$ cat src/hw/rtl/emrg_pkg.sv
// shared constants, types and helpers for the eller maze row generator
package emrg_pkg;

    localparam int MAX_COLS   = 32;
    localparam int LABEL_BITS = 16;
    localparam int COL_BITS   = $clog2(MAX_COLS);
    localparam int CNT_BITS   = $clog2(MAX_COLS + 1);
    localparam int CFG_BITS   = 6;
    localparam int CFG_RESET  = 32;
    localparam int FIELD_BITS = 32;

    typedef logic [LABEL_BITS-1:0] label_t;
    typedef logic [COL_BITS-1:0]   col_t;
    typedef logic [CNT_BITS-1:0]   cnt_t;
    typedef logic [CFG_BITS-1:0]   cfg_t;
    typedef logic [MAX_COLS-1:0]   col_vec_t;

    localparam label_t LABEL_MAX = '1;

    typedef logic [1:0] store_op_t;
    localparam store_op_t OP_HOLD    = 2'd0;
    localparam store_op_t OP_STEP    = 2'd1;
    localparam store_op_t OP_RESTART = 2'd2;

    typedef struct packed {
        store_op_t op;
        logic      merge_en;
        logic      wr_en;
        label_t    wr_label;
        cnt_t      col_count;
    } emrg_ctl_t;

    function automatic cnt_t clamp_cols(input cfg_t v);
        cnt_t r;
        if (int'(v) < 2) begin
            r = cnt_t'(2);
        end else if (int'(v) > MAX_COLS) begin
            r = cnt_t'(MAX_COLS);
        end else begin
            r = cnt_t'(v);
        end
        return r;
    endfunction

endpackage

$ cat src/hw/rtl/eller_maze_row_generator.sv
// eller maze row generator top level: handshakes, column sequencer and wall registers
//
// One row goes in per input transfer and one row of walls comes out. The
// set labels sit in a 32-entry register ring that rotates by one column per
// cycle while a row is worked on, so one compare/merge unit at the head of
// the ring serves every column. A row takes two full turns of the ring: one
// for right walls and merges, one for bottom walls and fresh labels (or, on
// the last row, for closing the bottom and joining all sets). No new item is
// accepted until the row before it is through; the next item can be accepted
// in the same cycle that the result can first be taken. The result sits in an
// output register and does not hold up the next accept; a row only waits at
// its end if the previous result has not been taken. A column count write or
// a last row restarts the labels at once.
module eller_maze_row_generator
    import emrg_pkg::*;
(
    input  logic                 aclk,
    input  logic                 aresetn,
    input  logic                 cfg_wr_en,
    input  logic [CFG_BITS-1:0]  cfg_wr_data,   // column_count
    input  logic                 s_tvalid,
    output logic                 s_tready,
    input  logic [63:0]          s_tdata,       // random_right, random_down
    input  logic                 s_tlast,       // last_row
    output logic                 m_tvalid,
    input  logic                 m_tready,
    output logic [71:0]          m_tdata        // right_walls, bottom_walls, label_overflow, zero pad
);

    localparam logic [1:0] ST_IDLE  = 2'd0;
    localparam logic [1:0] ST_MERGE = 2'd1;
    localparam logic [1:0] ST_FINAL = 2'd2;
    localparam logic [1:0] ST_DONE  = 2'd3;

    localparam col_t LAST_STEP = col_t'(MAX_COLS - 1);

    logic [1:0]  state_reg, state_next;
    col_t        step_reg, step_next;
    col_vec_t    rr_reg, rr_next;
    col_vec_t    rd_reg, rd_next;
    col_vec_t    right_reg, right_next;
    col_vec_t    down_reg, down_next;
    logic        last_reg, last_next;
    logic        run_open_reg, run_open_next;
    label_t      prev_label_reg, prev_label_next;
    label_t      next_label_reg, next_label_next;
    cfg_t        col_count_reg, col_count_next;
    logic        m_tvalid_reg, m_tvalid_next;
    logic [71:0] m_tdata_reg, m_tdata_next;

    emrg_ctl_t   ctl;
    label_t      lab_cur;
    label_t      lab_nxt;
    cnt_t        n_eff;
    logic        col_active;
    logic        has_right;
    logic        lab_eq;
    logic        same_left;
    logic        right_bit;
    logic        down_bit;
    logic        fin_right;

    emrg_label_store u_store (
        .aclk    (aclk),
        .aresetn (aresetn),
        .ctl     (ctl),
        .lab_cur (lab_cur),
        .lab_nxt (lab_nxt)
    );

    assign s_tready = state_reg == ST_IDLE;
    assign m_tvalid = m_tvalid_reg;
    assign m_tdata  = m_tdata_reg;

    assign n_eff      = clamp_cols(col_count_reg);
    assign col_active = cnt_t'(step_reg) < n_eff;
    assign has_right  = (cnt_t'(step_reg) + cnt_t'(1)) < n_eff;
    assign lab_eq     = lab_cur == lab_nxt;
    assign same_left  = (step_reg != '0) && (prev_label_reg == lab_cur);
    assign right_bit  = col_active && (rr_reg[0] || !has_right || lab_eq);
    assign down_bit   = col_active && rd_reg[0]
                        && ((has_right && lab_eq) || (same_left && run_open_reg));
    assign fin_right  = right_reg[0] && !(has_right && !lab_eq);

    always_comb begin
        state_next      = state_reg;
        step_next       = step_reg;
        rr_next         = rr_reg;
        rd_next         = rd_reg;
        right_next      = right_reg;
        down_next       = down_reg;
        last_next       = last_reg;
        run_open_next   = run_open_reg;
        prev_label_next = prev_label_reg;
        next_label_next = next_label_reg;
        col_count_next  = col_count_reg;
        m_tdata_next    = m_tdata_reg;
        m_tvalid_next   = m_tvalid_reg && !m_tready;

        ctl.op        = OP_HOLD;
        ctl.merge_en  = 1'b0;
        ctl.wr_en     = 1'b0;
        ctl.wr_label  = next_label_reg;
        ctl.col_count = n_eff;

        unique case (state_reg)
            ST_IDLE: begin
                if (s_tvalid) begin
                    rr_next       = col_vec_t'(s_tdata[31:0]);
                    rd_next       = col_vec_t'(s_tdata[63:32]);
                    last_next     = s_tlast;
                    step_next     = '0;
                    right_next    = '0;
                    down_next     = '0;
                    run_open_next = 1'b0;
                    state_next    = ST_MERGE;
                end
            end
            ST_MERGE: begin
                ctl.op       = OP_STEP;
                ctl.merge_en = col_active && !right_bit;
                right_next   = {right_bit, right_reg[MAX_COLS-1:1]};
                rr_next      = rr_reg >> 1;
                step_next    = step_reg + col_t'(1);
                if (step_reg == LAST_STEP) begin
                    state_next = ST_FINAL;
                end
            end
            ST_FINAL: begin
                ctl.op    = OP_STEP;
                step_next = step_reg + col_t'(1);
                rd_next   = rd_reg >> 1;
                if (last_reg) begin
                    ctl.merge_en = has_right;
                    right_next   = {fin_right, right_reg[MAX_COLS-1:1]};
                    down_next    = {col_active, down_reg[MAX_COLS-1:1]};
                end else begin
                    ctl.wr_en       = down_bit;
                    right_next      = {right_reg[0], right_reg[MAX_COLS-1:1]};
                    down_next       = {down_bit, down_reg[MAX_COLS-1:1]};
                    run_open_next   = same_left ? (run_open_reg || !down_bit) : !down_bit;
                    prev_label_next = lab_cur;
                    if (down_bit && next_label_reg != LABEL_MAX) begin
                        next_label_next = next_label_reg + label_t'(1);
                    end
                end
                if (step_reg == LAST_STEP) begin
                    state_next = ST_DONE;
                end
            end
            ST_DONE: begin
                if (!m_tvalid_reg || m_tready) begin
                    m_tvalid_next = 1'b1;
                    m_tdata_next  = {7'b0,
                                     !last_reg && (next_label_reg == LABEL_MAX),
                                     32'(down_reg), 32'(right_reg)};
                    if (last_reg) begin
                        ctl.op          = OP_RESTART;
                        next_label_next = label_t'(n_eff);
                    end
                    state_next = ST_IDLE;
                end
            end
            default: begin
                state_next = ST_IDLE;
            end
        endcase

        if (cfg_wr_en) begin
            col_count_next  = cfg_wr_data;
            ctl.op          = OP_RESTART;
            ctl.col_count   = clamp_cols(cfg_wr_data);
            next_label_next = label_t'(clamp_cols(cfg_wr_data));
        end
    end

    always_ff @(posedge aclk) begin
        if (!aresetn) begin
            state_reg      <= ST_IDLE;
            step_reg       <= '0;
            m_tvalid_reg   <= 1'b0;
            col_count_reg  <= cfg_t'(CFG_RESET);
            next_label_reg <= label_t'(clamp_cols(cfg_t'(CFG_RESET)));
            last_reg       <= 1'b0;
            run_open_reg   <= 1'b0;
        end else begin
            state_reg      <= state_next;
            step_reg       <= step_next;
            m_tvalid_reg   <= m_tvalid_next;
            col_count_reg  <= col_count_next;
            next_label_reg <= next_label_next;
            last_reg       <= last_next;
            run_open_reg   <= run_open_next;
        end
    end

    always_ff @(posedge aclk) begin
        rr_reg         <= rr_next;
        rd_reg         <= rd_next;
        right_reg      <= right_next;
        down_reg       <= down_next;
        prev_label_reg <= prev_label_next;
        m_tdata_reg    <= m_tdata_next;
    end

`ifndef SYNTHESIS
    a_accept_starts: assert property (@(posedge aclk) disable iff (!aresetn)
        s_tvalid && s_tready |=> state_reg == ST_MERGE && step_reg == '0)
        else $error("transfer accepted but merge pass did not start");

    a_final_ends: assert property (@(posedge aclk) disable iff (!aresetn)
        state_reg == ST_FINAL && step_reg == LAST_STEP |=> state_reg == ST_DONE)
        else $error("bottom pass did not end in done");

    a_result_from_done: assert property (@(posedge aclk) disable iff (!aresetn)
        $rose(m_tvalid_reg) |-> $past(state_reg == ST_DONE))
        else $error("result raised outside done");

    a_label_floor: assert property (@(posedge aclk) disable iff (!aresetn)
        next_label_reg >= label_t'(n_eff))
        else $error("fresh label below column count");
`endif

endmodule

$ cat src/hw/rtl/emrg_label_store.sv
// rotating set label store with parallel merge, fresh label write and restart
module emrg_label_store
    import emrg_pkg::*;
(
    input  logic      aclk,
    input  logic      aresetn,
    input  emrg_ctl_t ctl,
    output label_t    lab_cur,
    output label_t    lab_nxt
);

    localparam cnt_t RESET_COLS = clamp_cols(cfg_t'(CFG_RESET));

    label_t   lab_reg  [MAX_COLS];
    label_t   lab_next [MAX_COLS];
    label_t   merged   [MAX_COLS];
    col_vec_t mask_reg;
    col_vec_t mask_next;

    assign lab_cur = lab_reg[0];
    assign lab_nxt = lab_reg[1];

    always_comb begin
        for (int i = 0; i < MAX_COLS; i++) begin
            merged[i] = (i == 0 && ctl.wr_en) ? ctl.wr_label : lab_reg[i];
            if (ctl.merge_en && mask_reg[i] && lab_reg[i] == lab_reg[1]) begin
                merged[i] = lab_reg[0];
            end
        end
    end

    always_comb begin
        lab_next  = lab_reg;
        mask_next = mask_reg;
        unique case (ctl.op)
            OP_STEP: begin
                for (int i = 0; i < MAX_COLS; i++) begin
                    lab_next[i]  = merged[(i + 1) % MAX_COLS];
                    mask_next[i] = mask_reg[(i + 1) % MAX_COLS];
                end
            end
            OP_RESTART: begin
                for (int i = 0; i < MAX_COLS; i++) begin
                    lab_next[i]  = label_t'(i);
                    mask_next[i] = i < int'(ctl.col_count);
                end
            end
            default: begin
                lab_next  = lab_reg;
                mask_next = mask_reg;
            end
        endcase
    end

    always_ff @(posedge aclk) begin
        if (!aresetn) begin
            for (int i = 0; i < MAX_COLS; i++) begin
                lab_reg[i]  <= label_t'(i);
                mask_reg[i] <= i < int'(RESET_COLS);
            end
        end else begin
            lab_reg  <= lab_next;
            mask_reg <= mask_next;
        end
    end

endmodule

$ cat config.mk
export PLATFORM = sky130hd
export DESIGN_NAME = eller_maze_row_generator
export DESIGN_NICKNAME = d
export VERILOG_FILES = /design/src/hw/rtl/emrg_pkg.sv /design/src/hw/rtl/eller_maze_row_generator.sv /design/src/hw/rtl/emrg_label_store.sv
export SDC_FILE = /design/constraint.sdc
export NUM_CORES = 2
export LEC_CHECK = 0
export ABC_AREA = 1
export BUFFER_PORTS_ARGS = -buffer_cell sky130_fd_sc_hd__buf_2
export CAP_MARGIN = 20
export CORE_MARGIN = 1
export CORE_UTILIZATION = 45
export DETAILED_ROUTE_END_ITERATION = 10
export PLACE_DENSITY = 0.61
export RECOVER_POWER = 50
export SLEW_MARGIN = 25
export SYNTH_ARGS = -nofsm -noshare
export SYNTH_HDL_FRONTEND = slang
export SYNTH_SLANG_ARGS = --single-unit
$ cat constraint.sdc
create_clock -name aclk -period 8.2 [get_ports aclk]
set_clock_uncertainty 0.1 [all_clocks]
set_input_delay 1.23 -clock aclk [delete_from_list [all_inputs] [get_ports aclk]]
set_output_delay 1.23 -clock aclk [all_outputs]
set_load 0.01 [all_outputs]
==> results.sh <==
export IMPL_status="finished, violations left"
export IMPL_violations="max-capacitance violations, max-slew violations"
export IMPL_rows=115
export IMPL_die_height_um=319
export IMPL_whs_ns=0.333
export IMPL_avgSynthCellArea_um2=6.86
export IMPL_synth_cell_type_count=46
export IMPL_maxSlewHeadroom=-1.37
export IMPL_grt_use_met2=0.496
export IMPL_synthCells=6595
export IMPL_syn_area_mm2=0.0453
export IMPL_hold_viol=0
export IMPL_cts_hold_buf=0
export IMPL_seq_power_share=0.373
export IMPL_required_ns=8.62
export IMPL_drt_iter0_drc=5718
export IMPL_synth_compound_area_frac=0.109
export IMPL_cts_setup_buffers=0
export IMPL_hold_class="flop to flop"
export IMPL_p_sw_frac=0.428
export IMPL_fmax_mhz=168
export IMPL_min_period_ns=5.95
export IMPL_p_per_area_mw_per_mm2=296
export IMPL_grt_overflow=0
export IMPL_worst_slew_pin_transition_ns=3.56
export IMPL_synth_warnings=0
export IMPL_drc=0
export IMPL_syn_to_final_growth_pct=8.21
export IMPL_min_path_cells=0
export IMPL_critPathLaunchType="flop"
export IMPL_min_from="down_reg[0]"
export IMPL_place_inst=7589
export IMPL_fin_setup_tns_ns=0
export IMPL_wire_per_inst_um=22.4
export IMPL_path_common_cell="nand2_1"
export IMPL_r2r_start="u_store.lab_cur[3]"
export IMPL_setup_ws_ns=2.25
export IMPL_path_clk_slew_ns=0.06
export IMPL_crit_type="flop to flop"
export IMPL_reg2reg_depth=17
export IMPL_synth_edf_count=209
export IMPL_stdcell_count=7754
export IMPL_fillers=10239
export IMPL_rrSetupSlack_ns=2.25
export IMPL_viasPerCell=5.95
export IMPL_first_global_vias=41617
export IMPL_p_leak_nw=20.5
export IMPL_cts_resized=0
export IMPL_clock_path_buffers=3
export IMPL_maxSlewViolCount=316
export IMPL_grt_use_met3=0.0607
export IMPL_pwr_share_comb=0.349
export IMPL_drive_gt1_frac=0.0617
export IMPL_ys_flop_type="dfxtp_1"
export IMPL_synthAdderAreaFrac=0.00581
export IMPL_clock_sinks=785
export IMPL_synth_xor_area_frac=0.0362
export IMPL_synth_simple_gate_area_share=0.348
export IMPL_cap_violations=9
export IMPL_antenna_found_initial=2
export IMPL_num_vias=46139
export IMPL_setup_violations=0
export IMPL_postLayoutCoreUtil=0.495
export IMPL_p_int_w=0.00831
export IMPL_die_w_um=319
export IMPL_grt_max_degree=245
export IMPL_grt_pass1_wl_mm=262
export IMPL_routed_wl_mm=174
export IMPL_end_kind="flop"
export IMPL_use_met1=0.466
export IMPL_firstDrtPassIters=10
export IMPL_io_pins=150
export IMPL_clock_root_buffer="clkbuf_16"
export IMPL_r2r_end="u_store.lab_reg[191]"
export IMPL_irDropWorstVdd_uv=498
export IMPL_switchingPower_w=0.00621
export IMPL_crit_path_max_fanout=85
export IMPL_cts_buffers=89
export IMPL_grt_setup_unrepaired="false"
export IMPL_ys_seq_area_frac=0.393
export IMPL_fin_nets=6492
export IMPL_async_flop_share=0
export IMPL_cts_max_level=3
export IMPL_fin_crit_sh=0.725
export IMPL_antenna_left=0
export IMPL_start_util=0.457
export IMPL_clkPwrFrac=0.277
export IMPL_synth_top_family_by_area="simple AND/OR/NAND/NOR gates"
export IMPL_die_area_mm2=0.102
export IMPL_synthMuxAreaShare=0
export IMPL_cts_tree="yes"
export IMPL_grt_use_total=0.332
export IMPL_crit_chain="clkbuf_1, inv_1, nand2_1, nand2_1, nor2_1, nand2_1, nor2_1, nand2_1, nand2_1, nor2_1, nand2_1, nand2_8, buf_4, nand3_1, nand2_1, nand3_1, a21oi_1"
export IMPL_largest_reg_flops=480
export IMPL_crit_arrival_ns=6.36
export IMPL_clk_latency_ns=0.69
export IMPL_dpl_worst_slack_ns=2.71
export IMPL_max_stage_delay_ns=1.25
export IMPL_gp_congestion=0.957
export IMPL_dp_hpwl_mm=101
export IMPL_busiest_layer="met2"
export IMPL_antenna_cells=0
export IMPL_ys_seq_elements=785
export IMPL_slowest_stage="inv_1"
export IMPL_core_area_mm2=0.0990
export IMPL_port_buffers=142
export IMPL_hold_path_end="m_tdata[32]"
power groups by stage:
| stage | Clock [W] | Combinational (W) | Sequential, W |
|---|---|---|---|
| detailed placement | 0 | 0.00493 | 0.00544 |
| CTS | 0.00408 | 0.00495 | 0.00537 |
| global route | 0.00423 | 0.00545 | 0.00549 |
| floorplan | 0 | 0.00347 | 0.00528 |
| global placement | 0 | 0.00492 | 0.00543 |
| finish | 0.00403 | 0.00507 | 0.00542 |
final cells by class:
type / instances / area, um^2 / area share
well taps: 1287 / 1610 / 0.0329
inverters: 660 / 2490 / 0.0509
flip-flops and latches: 785 / 17800 / 0.364
repair buffers: 243 / 1460 / 0.0298
multi-input cells: 4616 / 22700 / 0.463
clock buffers: 132 / 2570 / 0.0525
clock inverters: 31 / 322 / 0.00657
stage by stage:
stage / power [W] / cell area, um^2
after floorplan: 0.00875 / 45300
after CTS: 0.0144 / 49100
final: 0.0145 / 49000
after detailed placement: 0.0104 / 46200
after global routing: 0.0152 / 49000
after global placement: 0.0104 / 46200
how the worst max path moves through the flow:
| stage | endpoint | slack (ns) | start |
|---|---|---|---|
| 2_1_floorplan | run_open_reg | 1.87 | state_reg[0] |
| 3_3_place_gp | u_store.lab_nxt[11] | 2.83 | cfg_wr_en |
| 3_5_place_dp | u_store.lab_reg[202] | 2.71 | cfg_wr_en |
| 4_1_cts | u_store.lab_reg[202] | 3.01 | state_reg[0] |
| 5_1_grt | down_reg[5] | 1.83 | state_reg[0] |
| 6_report | u_store.lab_reg[191] | 2.25 | u_store.lab_cur[3] |
cell usage in the layout, fill, tap and decap left out, types with 29 or more instances in the layout:
cell type / n
dfxtp_1: 561
a21oi_1: 600
nand3_1: 635
o21ai_0: 81
buf_2: 75
nand4_1: 510
nand2_1: 1806
xor2_1: 125
edfxtp_1: 209
nor3_1: 100
inv_1: 624
clkbuf_16: 91
o22ai_1: 89
inv_2: 29
nor2_1: 341
o211ai_1: 52
xnor2_1: 62
buf_4: 78
nor4_1: 30
clkbuf_1: 107
Yosys cell counts, types with 73 or more instances:
library cell,count,share of area
a21oi_1,601,0.066
buf_1,73,0.0061
buf_2,147,0.016
clkbuf_1,282,0.023
dfxtp_1,576,0.25
edfxtp_1,209,0.14
inv_1,627,0.052
nand2_1,1805,0.15
nand3_1,635,0.070
nand4_1,510,0.071
nor2_1,348,0.029
nor3_1,100,0.011
o21ai_0,82,0.0091
o22ai_1,89,0.012
xor2_1,125,0.024
critical path: cells and delay by family (launching register included):
family | cells | cell delay (ns)
AND/OR/NAND/NOR | 13 | 2.37
buffers and inverters | 3 | 2.84
AO/OA/AOI/OAI | 1 | 0.06
flip-flops | 1 | 0.30
cell families after synthesis:
family                     count (synthesis)
other                                      1
AOI/OAI and AO/OA                        896
adders and majority gates                 21
xor gates and xnor gates                 187
and+or+nand+nor                         3505
buffers and inverters                   1200
DFF                                      785
layer usage:
metal	wire, um	share of wire
met3	17900	0.10
met1	73600	0.42
met4	8390	0.048
met5	25	0.00014
met2	74000	0.43
Power figures use the tool's default switching activity.
